==> config.mk <==
export PLATFORM = sky130hd
export DESIGN_NAME = rom_id_string_finder
export DESIGN_NICKNAME = d
export VERILOG_FILES = /design/src/ridsf_pkg.sv /design/src/ridsf_front.sv /design/src/ridsf_item_fifo.sv /design/src/ridsf_back.sv /design/src/rom_id_string_finder.sv
export SDC_FILE = /design/constraint.sdc
export NUM_CORES = 2
export LEC_CHECK = 0
export BUFFER_PORTS_ARGS = -buffer_cell sky130_fd_sc_hd__buf_2
export CAP_MARGIN = 10
export CORE_MARGIN = 1.5
export CORE_UTILIZATION = 45
export CTS_CLUSTER_SIZE = 20
export DETAILED_ROUTE_END_ITERATION = 16
export HOLD_SLACK_MARGIN = 0.12
export PLACE_DENSITY = 0.65
export RECOVER_POWER = 25
export SLEW_MARGIN = 20
export SYNTH_ARGS = -nofsm -noshare
export SYNTH_HDL_FRONTEND = slang
export SYNTH_SLANG_ARGS = --single-unit
==> constraint.sdc <==
create_clock -name clk -period 17.49 [get_ports clk]
set_input_delay 3.498 -clock clk [delete_from_list [all_inputs] [get_ports clk]]
set_output_delay 3.498 -clock clk [all_outputs]
set_load 0.1 [all_outputs]
==> src/ridsf_pkg.sv <==
// Shared constants, types and codes of the ROM identification string finder.
`timescale 1ns / 1ps
`default_nettype none

package ridsf_pkg;

    localparam int ROM_BYTES   = 65536;
    localparam int PATTERN_MAX = 16;
    localparam int STRING_MAX  = 256;

    localparam int POS_W = $clog2(ROM_BYTES);
    localparam int CNT_W = POS_W + 1;
    localparam int LEN_W = $clog2(PATTERN_MAX + 1);
    localparam int IDX_W = (PATTERN_MAX > 1) ? $clog2(PATTERN_MAX) : 1;
    localparam int PAT_BITS = 64;

    localparam int FIFO_DEPTH = 4;
    localparam int FIFO_AW    = $clog2(FIFO_DEPTH);
    localparam int FIFO_CW    = FIFO_AW + 1;

    localparam int RQ_DEPTH = 2;
    localparam int RQ_AW    = $clog2(RQ_DEPTH);
    localparam int RQ_CW    = RQ_AW + 1;

    localparam int CFG_IDX_W = 2;
    localparam logic [CFG_IDX_W-1:0] CFG_PATTERN_LOW    = 2'd0;
    localparam logic [CFG_IDX_W-1:0] CFG_PATTERN_HIGH   = 2'd1;
    localparam logic [CFG_IDX_W-1:0] CFG_PATTERN_LENGTH = 2'd2;

    localparam logic [7:0] CH_NUL   = 8'h00;
    localparam logic [7:0] CH_LF    = 8'h0A;
    localparam logic [7:0] CH_CR    = 8'h0D;
    localparam logic [7:0] CH_SPACE = 8'h20;
    localparam logic [7:0] CH_TILDE = 8'h7E;

    typedef enum logic [2:0] {
        PH_SEARCH = 3'b001,
        PH_EXTEND = 3'b010,
        PH_DONE   = 3'b100
    } phase_t;

    // One classified byte as it travels from the front part to the back part.
    typedef struct packed {
        logic             hit;
        logic [POS_W-1:0] found_start;
        logic [CNT_W-1:0] found_length;
        logic [CNT_W-1:0] space_run;
        logic [CNT_W-1:0] end_pos;
        logic             printable;
        logic             space;
        logic             term;
        logic             last;
    } item_t;

    typedef struct packed {
        logic             found;
        logic [POS_W-1:0] string_start;
        logic [CNT_W-1:0] string_length;
        logic [CNT_W-1:0] resume_offset;
    } result_t;

endpackage

`default_nettype wire

==> src/ridsf_front.sv <==
// Front part: byte window, printable and space runs, pattern compare per byte.
`timescale 1ns / 1ps
`default_nettype none

module ridsf_front
    import ridsf_pkg::*;
(
    input  wire logic                clk,
    input  wire logic                rst_n,
    input  wire logic [7:0]          data_byte,
    input  wire logic                last_byte,
    input  wire logic                accept,
    input  wire logic [PAT_BITS-1:0] pattern_low,
    input  wire logic [PAT_BITS-1:0] pattern_high,
    input  wire logic [LEN_W-1:0]    pattern_length,
    output item_t                    item
);

    logic [POS_W-1:0] pos_reg;
    logic [CNT_W-1:0] prun_reg;
    logic [CNT_W-1:0] srun_reg;
    logic [7:0]       win_reg  [PATTERN_MAX-1];
    logic [CNT_W-1:0] hist_reg [PATTERN_MAX-1];

    logic [7:0]       win_next  [PATTERN_MAX];
    logic [CNT_W-1:0] hist_next [PATTERN_MAX];
    logic [7:0]       pat_byte  [PATTERN_MAX];
    logic [2*PAT_BITS-1:0] pat_all;
    logic [LEN_W-1:0] len;
    logic [IDX_W-1:0] len_m1;
    logic             printable;
    logic             space;
    logic             last_eff;
    logic             match;
    logic [CNT_W-1:0] prun_next;
    logic [CNT_W-1:0] srun_next;
    logic [CNT_W-1:0] run_before;
    logic [CNT_W-1:0] fl;
    logic [CNT_W-1:0] end_pos;
    logic [CNT_W-1:0] fs_wide;

    always_comb
    begin
        if (pattern_length == '0)
            len = LEN_W'(1);
        else if (pattern_length > LEN_W'(PATTERN_MAX))
            len = LEN_W'(PATTERN_MAX);
        else
            len = pattern_length;
    end

    assign len_m1 = IDX_W'(len - LEN_W'(1));

    assign pat_all = {pattern_high, pattern_low};

    always_comb
    begin
        for (int k = 0; k < PATTERN_MAX; k++)
        begin
            pat_byte[k] = pat_all[8*k +: 8];
        end
    end

    // The window as it stands once the new byte is in, newest at index 0.
    always_comb
    begin
        win_next[0]  = data_byte;
        hist_next[0] = prun_reg;
        for (int j = 1; j < PATTERN_MAX; j++)
        begin
            win_next[j]  = win_reg[j-1];
            hist_next[j] = hist_reg[j-1];
        end
    end

    always_comb
    begin
        logic [IDX_W-1:0] idx;
        match = 1'b1;
        for (int k = 0; k < PATTERN_MAX; k++)
        begin
            idx = len_m1 - IDX_W'(k);
            if ((LEN_W'(k) < len) && (win_next[idx] != pat_byte[k]))
                match = 1'b0;
        end
    end

    assign printable = (data_byte >= CH_SPACE) && (data_byte <= CH_TILDE);
    assign space     = (data_byte == CH_SPACE);
    assign last_eff  = last_byte || (pos_reg == POS_W'(ROM_BYTES - 1));
    assign prun_next = printable ? prun_reg + CNT_W'(1) : '0;
    assign srun_next = space ? srun_reg + CNT_W'(1) : '0;

    // The printable run that ends just before the match start widens it backward.
    assign run_before = hist_next[len_m1];
    assign fl         = CNT_W'(len) + run_before;
    assign end_pos    = CNT_W'(pos_reg) + CNT_W'(1);
    assign fs_wide    = end_pos - fl;

    always_comb
    begin
        item.hit          = match && (pos_reg >= POS_W'(len_m1));
        item.found_start  = fs_wide[POS_W-1:0];
        item.found_length = fl;
        item.space_run    = srun_next;
        item.end_pos      = end_pos;
        item.printable    = printable;
        item.space        = space;
        item.term         = (data_byte == CH_NUL) || (data_byte == CH_LF)
                            || (data_byte == CH_CR);
        item.last         = last_eff;
    end

    always_ff @(posedge clk or negedge rst_n)
    begin
        if (!rst_n)
        begin
            pos_reg  <= '0;
            prun_reg <= '0;
            srun_reg <= '0;
        end
        else if (accept)
        begin
            pos_reg  <= last_eff ? '0 : pos_reg + POS_W'(1);
            prun_reg <= last_eff ? '0 : prun_next;
            srun_reg <= last_eff ? '0 : srun_next;
        end
    end

    always_ff @(posedge clk)
    begin
        if (accept)
        begin
            for (int j = 0; j < PATTERN_MAX - 1; j++)
            begin
                win_reg[j]  <= win_next[j];
                hist_reg[j] <= hist_next[j];
            end
        end
    end

endmodule

`default_nettype wire

==> src/ridsf_item_fifo.sv <==
// Short queue of classified bytes between the front and the back part.
`timescale 1ns / 1ps
`default_nettype none

module ridsf_item_fifo
    import ridsf_pkg::*;
(
    input  wire logic  clk,
    input  wire logic  rst_n,
    input  wire logic  wr_en,
    input  wire item_t wr_item,
    output logic       full,
    input  wire logic  rd_en,
    output item_t      rd_item,
    output logic       empty
);

    item_t              mem_reg [FIFO_DEPTH];
    logic [FIFO_AW-1:0] wr_ptr_reg;
    logic [FIFO_AW-1:0] rd_ptr_reg;
    logic [FIFO_CW-1:0] count_reg;
    logic               do_wr;
    logic               do_rd;

    assign full    = (count_reg == FIFO_CW'(FIFO_DEPTH));
    assign empty   = (count_reg == '0);
    assign do_wr   = wr_en && !full;
    assign do_rd   = rd_en && !empty;
    assign rd_item = mem_reg[rd_ptr_reg];

    always_ff @(posedge clk or negedge rst_n)
    begin
        if (!rst_n)
        begin
            wr_ptr_reg <= '0;
            rd_ptr_reg <= '0;
            count_reg  <= '0;
        end
        else
        begin
            if (do_wr)
                wr_ptr_reg <= wr_ptr_reg + FIFO_AW'(1);
            if (do_rd)
                rd_ptr_reg <= rd_ptr_reg + FIFO_AW'(1);
            if (do_wr && !do_rd)
                count_reg <= count_reg + FIFO_CW'(1);
            else if (do_rd && !do_wr)
                count_reg <= count_reg - FIFO_CW'(1);
        end
    end

    always_ff @(posedge clk)
    begin
        if (do_wr)
            mem_reg[wr_ptr_reg] <= wr_item;
    end

endmodule

`default_nettype wire

==> src/ridsf_back.sv <==
// Back part: search phase control, forward widening, verdict and result queue.
`timescale 1ns / 1ps
`default_nettype none

module ridsf_back
    import ridsf_pkg::*;
(
    input  wire logic  clk,
    input  wire logic  rst_n,
    input  wire item_t item,
    input  wire logic  item_valid,
    output logic       item_take,
    output result_t    result,
    output logic       result_empty,
    input  wire logic  result_pop
);

    phase_t           phase_reg;
    phase_t           phase_next;
    logic [POS_W-1:0] fs_reg;
    logic [POS_W-1:0] fs_next;
    logic [CNT_W-1:0] fl_reg;
    logic [CNT_W-1:0] fl_next;
    logic [CNT_W-1:0] end_reg;
    logic [CNT_W-1:0] end_next;
    logic [CNT_W-1:0] keep_reg;
    logic [CNT_W-1:0] keep_next;

    result_t          rq_reg [RQ_DEPTH];
    logic [RQ_AW-1:0] rq_wr_reg;
    logic [RQ_AW-1:0] rq_rd_reg;
    logic [RQ_CW-1:0] rq_count_reg;

    logic             emit;
    result_t          res;
    logic             do_pop;
    logic [CNT_W-1:0] fl_inc;
    logic             grow;

    assign item_take    = item_valid && (rq_count_reg != RQ_CW'(RQ_DEPTH));
    assign result_empty = (rq_count_reg == '0);
    assign result       = rq_reg[rq_rd_reg];
    assign do_pop       = result_pop && !result_empty;

    assign fl_inc = fl_reg + CNT_W'(1);
    assign grow   = item.printable && (fl_reg < CNT_W'(STRING_MAX));

    // keep_reg tracks the string length without its trailing spaces, and
    // end_reg the offset just past the widened string.
    always_comb
    begin
        phase_next = phase_reg;
        fs_next    = fs_reg;
        fl_next    = fl_reg;
        end_next   = end_reg;
        keep_next  = keep_reg;
        emit       = 1'b0;
        res        = '0;
        if (item_take)
        begin
            unique case (phase_reg)
                PH_SEARCH:
                begin
                    if (item.hit)
                    begin
                        fs_next   = item.found_start;
                        fl_next   = item.found_length;
                        end_next  = item.end_pos;
                        keep_next = item.found_length - item.space_run;
                        if (item.last)
                        begin
                            emit = 1'b1;
                            res  = '{1'b1, item.found_start, keep_next, item.end_pos};
                        end
                        else
                        begin
                            phase_next = PH_EXTEND;
                        end
                    end
                    else if (item.last)
                    begin
                        emit = 1'b1;
                        res  = '{1'b0, '0, '0, item.end_pos};
                    end
                end
                PH_EXTEND:
                begin
                    if (grow)
                    begin
                        fl_next   = fl_inc;
                        end_next  = end_reg + CNT_W'(1);
                        keep_next = item.space ? keep_reg : fl_inc;
                        if (item.last)
                        begin
                            emit = 1'b1;
                            res  = '{1'b1, fs_reg, keep_next, end_next};
                        end
                    end
                    else
                    begin
                        emit       = 1'b1;
                        res        = '{item.term, fs_reg,
                                       item.term ? keep_reg : fl_reg, end_reg};
                        phase_next = PH_DONE;
                    end
                end
                PH_DONE:
                begin
                    phase_next = PH_DONE;
                end
                default:
                begin
                    phase_next = PH_SEARCH;
                end
            endcase
            if (item.last)
                phase_next = PH_SEARCH;
        end
    end

    always_ff @(posedge clk or negedge rst_n)
    begin
        if (!rst_n)
        begin
            phase_reg    <= PH_SEARCH;
            rq_wr_reg    <= '0;
            rq_rd_reg    <= '0;
            rq_count_reg <= '0;
        end
        else
        begin
            phase_reg <= phase_next;
            if (emit)
                rq_wr_reg <= rq_wr_reg + RQ_AW'(1);
            if (do_pop)
                rq_rd_reg <= rq_rd_reg + RQ_AW'(1);
            if (emit && !do_pop)
                rq_count_reg <= rq_count_reg + RQ_CW'(1);
            else if (do_pop && !emit)
                rq_count_reg <= rq_count_reg - RQ_CW'(1);
        end
    end

    always_ff @(posedge clk)
    begin
        fs_reg   <= fs_next;
        fl_reg   <= fl_next;
        end_reg  <= end_next;
        keep_reg <= keep_next;
        if (emit)
            rq_reg[rq_wr_reg] <= res;
    end

endmodule

`default_nettype wire

==> src/rom_id_string_finder.sv <==
// Top level of the ROM identification string finder: configuration and wiring.
//
// ROM bytes enter one beat at a time on data_byte/last_byte with push/full;
// a beat is taken when push is high and full is low. last_byte closes a
// stream, and so does the byte at offset 65535 even without the mark.
// Each stream yields exactly one result beat on found, string_start,
// string_length and resume_offset, shown while empty is low and taken with
// pop. A result reaches the outputs through the byte queue and the result queue.
// The front part classifies and compares one byte per cycle, so one byte per
// cycle is sustained while the receiver keeps up; a four-entry byte queue and a
// two-entry result queue decouple the front from the back part and the back
// part from the receiver. When the receiver stalls, the result queue fills, the
// back part holds, the byte queue fills and full rises; nothing is dropped.
// The pattern is written through cfg_valid/cfg_ready/cfg_index/cfg_data (index 0:
// bytes 0..7, 1: bytes 8..15, 2: length); the user must write it only while idle;
// the block does not check it. cfg_ready is always high. Reset clears the pattern
// to zero with length 1 and starts a fresh stream; there is no clearing pass.
`timescale 1ns / 1ps
`default_nettype none

module rom_id_string_finder
    import ridsf_pkg::*;
(
    input  wire logic                 clk,
    input  wire logic                 rst_n,
    input  wire logic [7:0]           data_byte,
    input  wire logic                 last_byte,
    input  wire logic                 push,
    output logic                      full,
    output logic                      found,
    output logic [POS_W-1:0]          string_start,
    output logic [CNT_W-1:0]          string_length,
    output logic [CNT_W-1:0]          resume_offset,
    output logic                      empty,
    input  wire logic                 pop,
    input  wire logic                 cfg_valid,
    output logic                      cfg_ready,
    input  wire logic [CFG_IDX_W-1:0] cfg_index,
    input  wire logic [PAT_BITS-1:0]  cfg_data
);

    logic [PAT_BITS-1:0] pattern_low_reg;
    logic [PAT_BITS-1:0] pattern_high_reg;
    logic [LEN_W-1:0]    pattern_length_reg;

    item_t   front_item;
    item_t   back_item;
    logic    accept;
    logic    fifo_empty;
    logic    item_take;
    result_t result;

    assign cfg_ready = 1'b1;
    assign accept    = push && !full;

    always_ff @(posedge clk or negedge rst_n)
    begin
        if (!rst_n)
        begin
            pattern_low_reg    <= '0;
            pattern_high_reg   <= '0;
            pattern_length_reg <= LEN_W'(1);
        end
        else if (cfg_valid && cfg_ready)
        begin
            unique case (cfg_index)
                CFG_PATTERN_LOW:    pattern_low_reg    <= cfg_data;
                CFG_PATTERN_HIGH:   pattern_high_reg   <= cfg_data;
                CFG_PATTERN_LENGTH: pattern_length_reg <= cfg_data[LEN_W-1:0];
                default:            pattern_length_reg <= pattern_length_reg;
            endcase
        end
    end

    ridsf_front u_front (
        .clk            (clk),
        .rst_n          (rst_n),
        .data_byte      (data_byte),
        .last_byte      (last_byte),
        .accept         (accept),
        .pattern_low    (pattern_low_reg),
        .pattern_high   (pattern_high_reg),
        .pattern_length (pattern_length_reg),
        .item           (front_item)
    );

    ridsf_item_fifo u_fifo (
        .clk     (clk),
        .rst_n   (rst_n),
        .wr_en   (push),
        .wr_item (front_item),
        .full    (full),
        .rd_en   (item_take),
        .rd_item (back_item),
        .empty   (fifo_empty)
    );

    ridsf_back u_back (
        .clk          (clk),
        .rst_n        (rst_n),
        .item         (back_item),
        .item_valid   (!fifo_empty),
        .item_take    (item_take),
        .result       (result),
        .result_empty (empty),
        .result_pop   (pop)
    );

    assign found         = result.found;
    assign string_start  = result.string_start;
    assign string_length = result.string_length;
    assign resume_offset = result.resume_offset;

endmodule

`default_nettype wire

==> results.md <==
Clock tree:
- After clock tree synthesis, the clock-pin slew on the worst setup and hold paths is approximately 0.06 ns.
- Clock tree synthesis inserted a total of 108 buffers.
- For the worst-skew pair, the clock arrives at the later sink with an insertion delay of about 0.70 ns.
- The H-tree generated during clock tree synthesis spans 3 levels.
- The number of buffers added for setup after CTS is 0.
- Counting every sink on the clock net gives 1,029.
- TritonCTS built the clock tree.
- The hold-fix buffer count after cts is 0.
- Gates resized during post-CTS repair numbered 0.
- The cell at the root of the clock tree is sky130_fd_sc_hd__clkbuf_16.
- In this run the deepest clock path goes through 3 buffers.

STA:
- On the final layout, the worst clock skew is ~0.039 ns.
- Setup repair after global routing left no endpoint under its margin.
- The final count of hold timing violations was 0.
- The worst pin sits at a relative slew slack of -106%.
- The final clock period utilization by the worst path is 47.7%.
- For the final routed database, the setup TNS stands at 0 ns.
- The maximum achievable frequency is 120 MHz.
- The clock period minus final worst setup slack is between 8 and 9 ns.
- The final max-slew violation count is 115.
- Setup violations remaining at the end of the flow were counted as 0.
- For the pin with the worst max-slew slack, the measured transition is 3.09 ns.

Worst setup path:
- In this run the worst path has a maximum fanout of 35.
- The reg-to-reg setup timing slack is 9.16 ns.
- The critical path endpoint category is a flop.
- Data on the critical path is required at its endpoint by 17.97 ns.
- The kind of start point of the critical path is a flop.
- The critical path arrival is 8.81 ns.
- The worst setup path is of the reg -> reg kind.

Finish:
- The fraction of final layout cells with drive strength greater than 1 is 27.4%.
- The count of fill cells added during filler insertion is 9,202.
- The register with the most flip-flops in the layout has 288 of them.
- Relative to the synthesized area, the layout overhead comes to 12.2%.
- The count of nets after finishing is roughly 3,500.

Drt:
- The routed via count divided by cell count is ~5.9.
- The count of nets left with antenna violations once routing finished came out at 0.
- The number of optimization iterations in the first detailed-route pass is 8.
- The detailed-route wire length is 120 mm.
- The DRC marker count from the first detailed-route iteration is 2,819.
- The detailed-route wire length per cell is 24.5 um.
- The count of unresolved DRC violations after routing is 0.
- Summing over every cut layer, the via total after detailed routing is 29,000.

Power and ir drop:
- Summed over all nets, the switching power comes to 4.59 mW.
- The sum of internal, switching and leakage power is between 10 and 15 mW.
- In this run, flip-flops and latches consume 34.4% of the power.
- The switching power share of the total is between 30% and 40%.
- Across the VDD grid, the largest voltage drop is 0.000111 V.
- Of the total power, combinational logic draws 45.2%.
- The leakage power summed over all cells is 20.2 nW.
- The clock network accounts for 20.5% of the total power.
- In this run the power density over the cells is 209 nW/um^2.
- Cell internal power was estimated by the tool at 7.12 mW.

Synth:
- The number of warnings printed during yosys synthesis is 0.
- Summing the sequential cell areas from Yosys gives 59.8% of the chip area.
- The distinct cell type count of the synthesized netlist is around 70.
- Ranked by instance count, the synthesized netlist is headed by sky130_fd_sc_hd__edfxtp_1, sky130_fd_sc_hd__mux4_2, sky130_fd_sc_hd__nand2_1.
- Counting flops with an async set or reset pin after synthesis yields a share of 19.1%.
- A synthesized cell averages 15.6 um^2.
- Of all cell types, the one taking the most synthesized area is sky130_fd_sc_hd__edfxtp_1.
- The number of flops mapped to enable cells by yosys is 832.
- Yosys attributes the largest share of cell area to sky130_fd_sc_hd__edfxtp_1, sky130_fd_sc_hd__mux4_2, sky130_fd_sc_hd__dfrtp_1.
- The most common cell in the synthesized netlist is sky130_fd_sc_hd__edfxtp_1.
- Counting every net in the synthesized netlist gives 3,355.
- Counting every instance in the synthesized netlist gives 3,213.
- After synthesis the cells add up to about 50,000 um^2.
- The share of the synthesized area in the top cell type is approximately 50%.
- In the synthesized netlist the dominant register cell turns out to be sky130_fd_sc_hd__edfxtp_1.
- Synthesis inferred 1,029 register bits.

Die:
- The die outline area is around 110,000 um^2.
- Pin placement for this block handled 134 I/O pins.
- The core footprint is 111,000 um^2.
- The number of cell rows is 122.
- The initial utilization of the core area, before any placement, comes to between 40% and 50%.
- The floorplan step set the die width to 336 um.
- The die height is ~340 um.

Hold path:
- The tightest min-delay check is of the reg -> reg type.

GRT:
- After global routing the overflow that remains totals 0.
- The largest net degree at the start of global routing is 159.
- The first global-routing pass estimated 182 mm of wire.
- In the global route stage, overall resource usage came out at 21.4%.
- The initial antenna violation count is 7.
- The number of global-route vias before repair is 27,900.

Placed design:
- The HPWL after detailed placement is a little over 80 mm.
- The count of buffers added on input and output ports is around 130.
- The weighted congestion reported at the end of routability-driven placement is 0.867.

Outcome:
- The run finished, with violations left.
- The checks that failed: max-capacitance violations, max-slew violations.

Job:
- Max-cap violations in this run came to 3.
-- worst max-delay path, stage by stage (launching register included) --
cell                       delay (ns)
sky130_fd_sc_hd__dfrtp_1         1.05
sky130_fd_sc_hd__clkbuf_1        1.60
sky130_fd_sc_hd__clkbuf_1        2.22
sky130_fd_sc_hd__o21ai_1         1.03
sky130_fd_sc_hd__nor2b_1         0.86
sky130_fd_sc_hd__nand2_1         0.57
sky130_fd_sc_hd__o22a_1          0.35
sky130_fd_sc_hd__o21ai_0         0.31
-- cell families after synthesis --
kind of cell | Yosys count | synth area share [%]
flip-flops | 1029 | 59.8
multiplexers | 667 | 22.4
AND/OR/NAND/NOR | 646 | 5.90
AO/OA/AOI/OAI | 291 | 3.61
buffers and inverters | 262 | 2.15
XOR/XNOR | 254 | 4.49
adder cells (fa/ha/maj) | 63 | 1.63
other | 1 | 0.00749
-- final timing paths --
check                      depth (start not counted)               startpoint                      end
max reg2reg                                        7     u_fifo.rd_ptr_reg[0]     u_back.rq_reg[1][33]
min in group asynchronous                          1                    rst_n      pattern_low_reg[61]
max in group asynchronous                          2                    rst_n     u_fifo.rd_ptr_reg[1]
min reg2reg                                        0  u_front.hist_reg[1][29]  u_front.hist_reg[1][46]
min                                                0  u_front.hist_reg[1][29]  u_front.hist_reg[1][46]
max                                                7     u_fifo.rd_ptr_reg[0]     u_back.rq_reg[1][33]
-- layer usage --
metal	part of all wire [%]	vias to the layer above	global-route usage (%)
li1	-	12800	-
met1	43	15000	30.6
met2	48	1045	34.1
met3	5.9	178	3.27
met4	2.7	0	6.08
met5	0	-	0
-- power by group through the flow --
stage	clock network [mW]	logic (mW)	registers, mW
final	2.40	5.29	4.02
after global routing	2.54	5.70	4.09
after CTS	2.45	5.33	4.01
after detailed placement	0	5.31	4.06
after global placement	0	5.26	4.03
after floorplan	0	3.99	4.00
-- per-stage QoR --
| stage | hold slack [ns] | instance area, um^2 | std cells | util [%] | setup WS (ns) |
|---|---|---|---|---|---|
| final | 0.428 | 56100 | 4916 | 50.8 | 9.16 |
| after global routing | 0.437 | 56100 | 4916 | 50.8 | 8.07 |
| after CTS | 0.427 | 56200 | 4914 | 50.8 | 9.35 |
| after detailed placement | 0.428 | 52400 | 4711 | 47.4 | 9.37 |
| after global placement | 0.423 | 52400 | 4711 | 47.4 | 9.54 |
| after floorplan | 0.421 | 50000 | 3213 | - | 0.282 |
-- final cells by class --
class	instances	area, um^2	share of cell area [%]
timing repair buffer	183	1050	1.88
multi-input combinational	1922	19200	34.2
clock buffer	138	2990	5.33
clock inverter	65	767	1.37
inverter	89	348	0.619
antenna	2	5.00	0.00891
sequential	1029	29900	53.3
tap	1488	1860	3.32
-- cell usage in the layout (no fill, tap or decap), drive strengths merged, types with 8 or more instances in the layout --
cell    instances
mux2          202
a21oi          53
xnor2         142
nand3          47
a31oi          27
nand2         251
a22oi          25
mux2i         122
edfxtp        832
ha             58
dfrtp         195
a21o            9
o22ai          14
and3           50
buf           179
nand2b          8
bufinv         13
inv            98
and2           12
clkinv         39
a22o           10
nor3           27
o21ai         102
xor2          111
nor2          164
nor2b          12
clkbuf        142
nor4           22
nand4          28
mux4          343
a21boi          8
(Power assumes the default switching activity.)
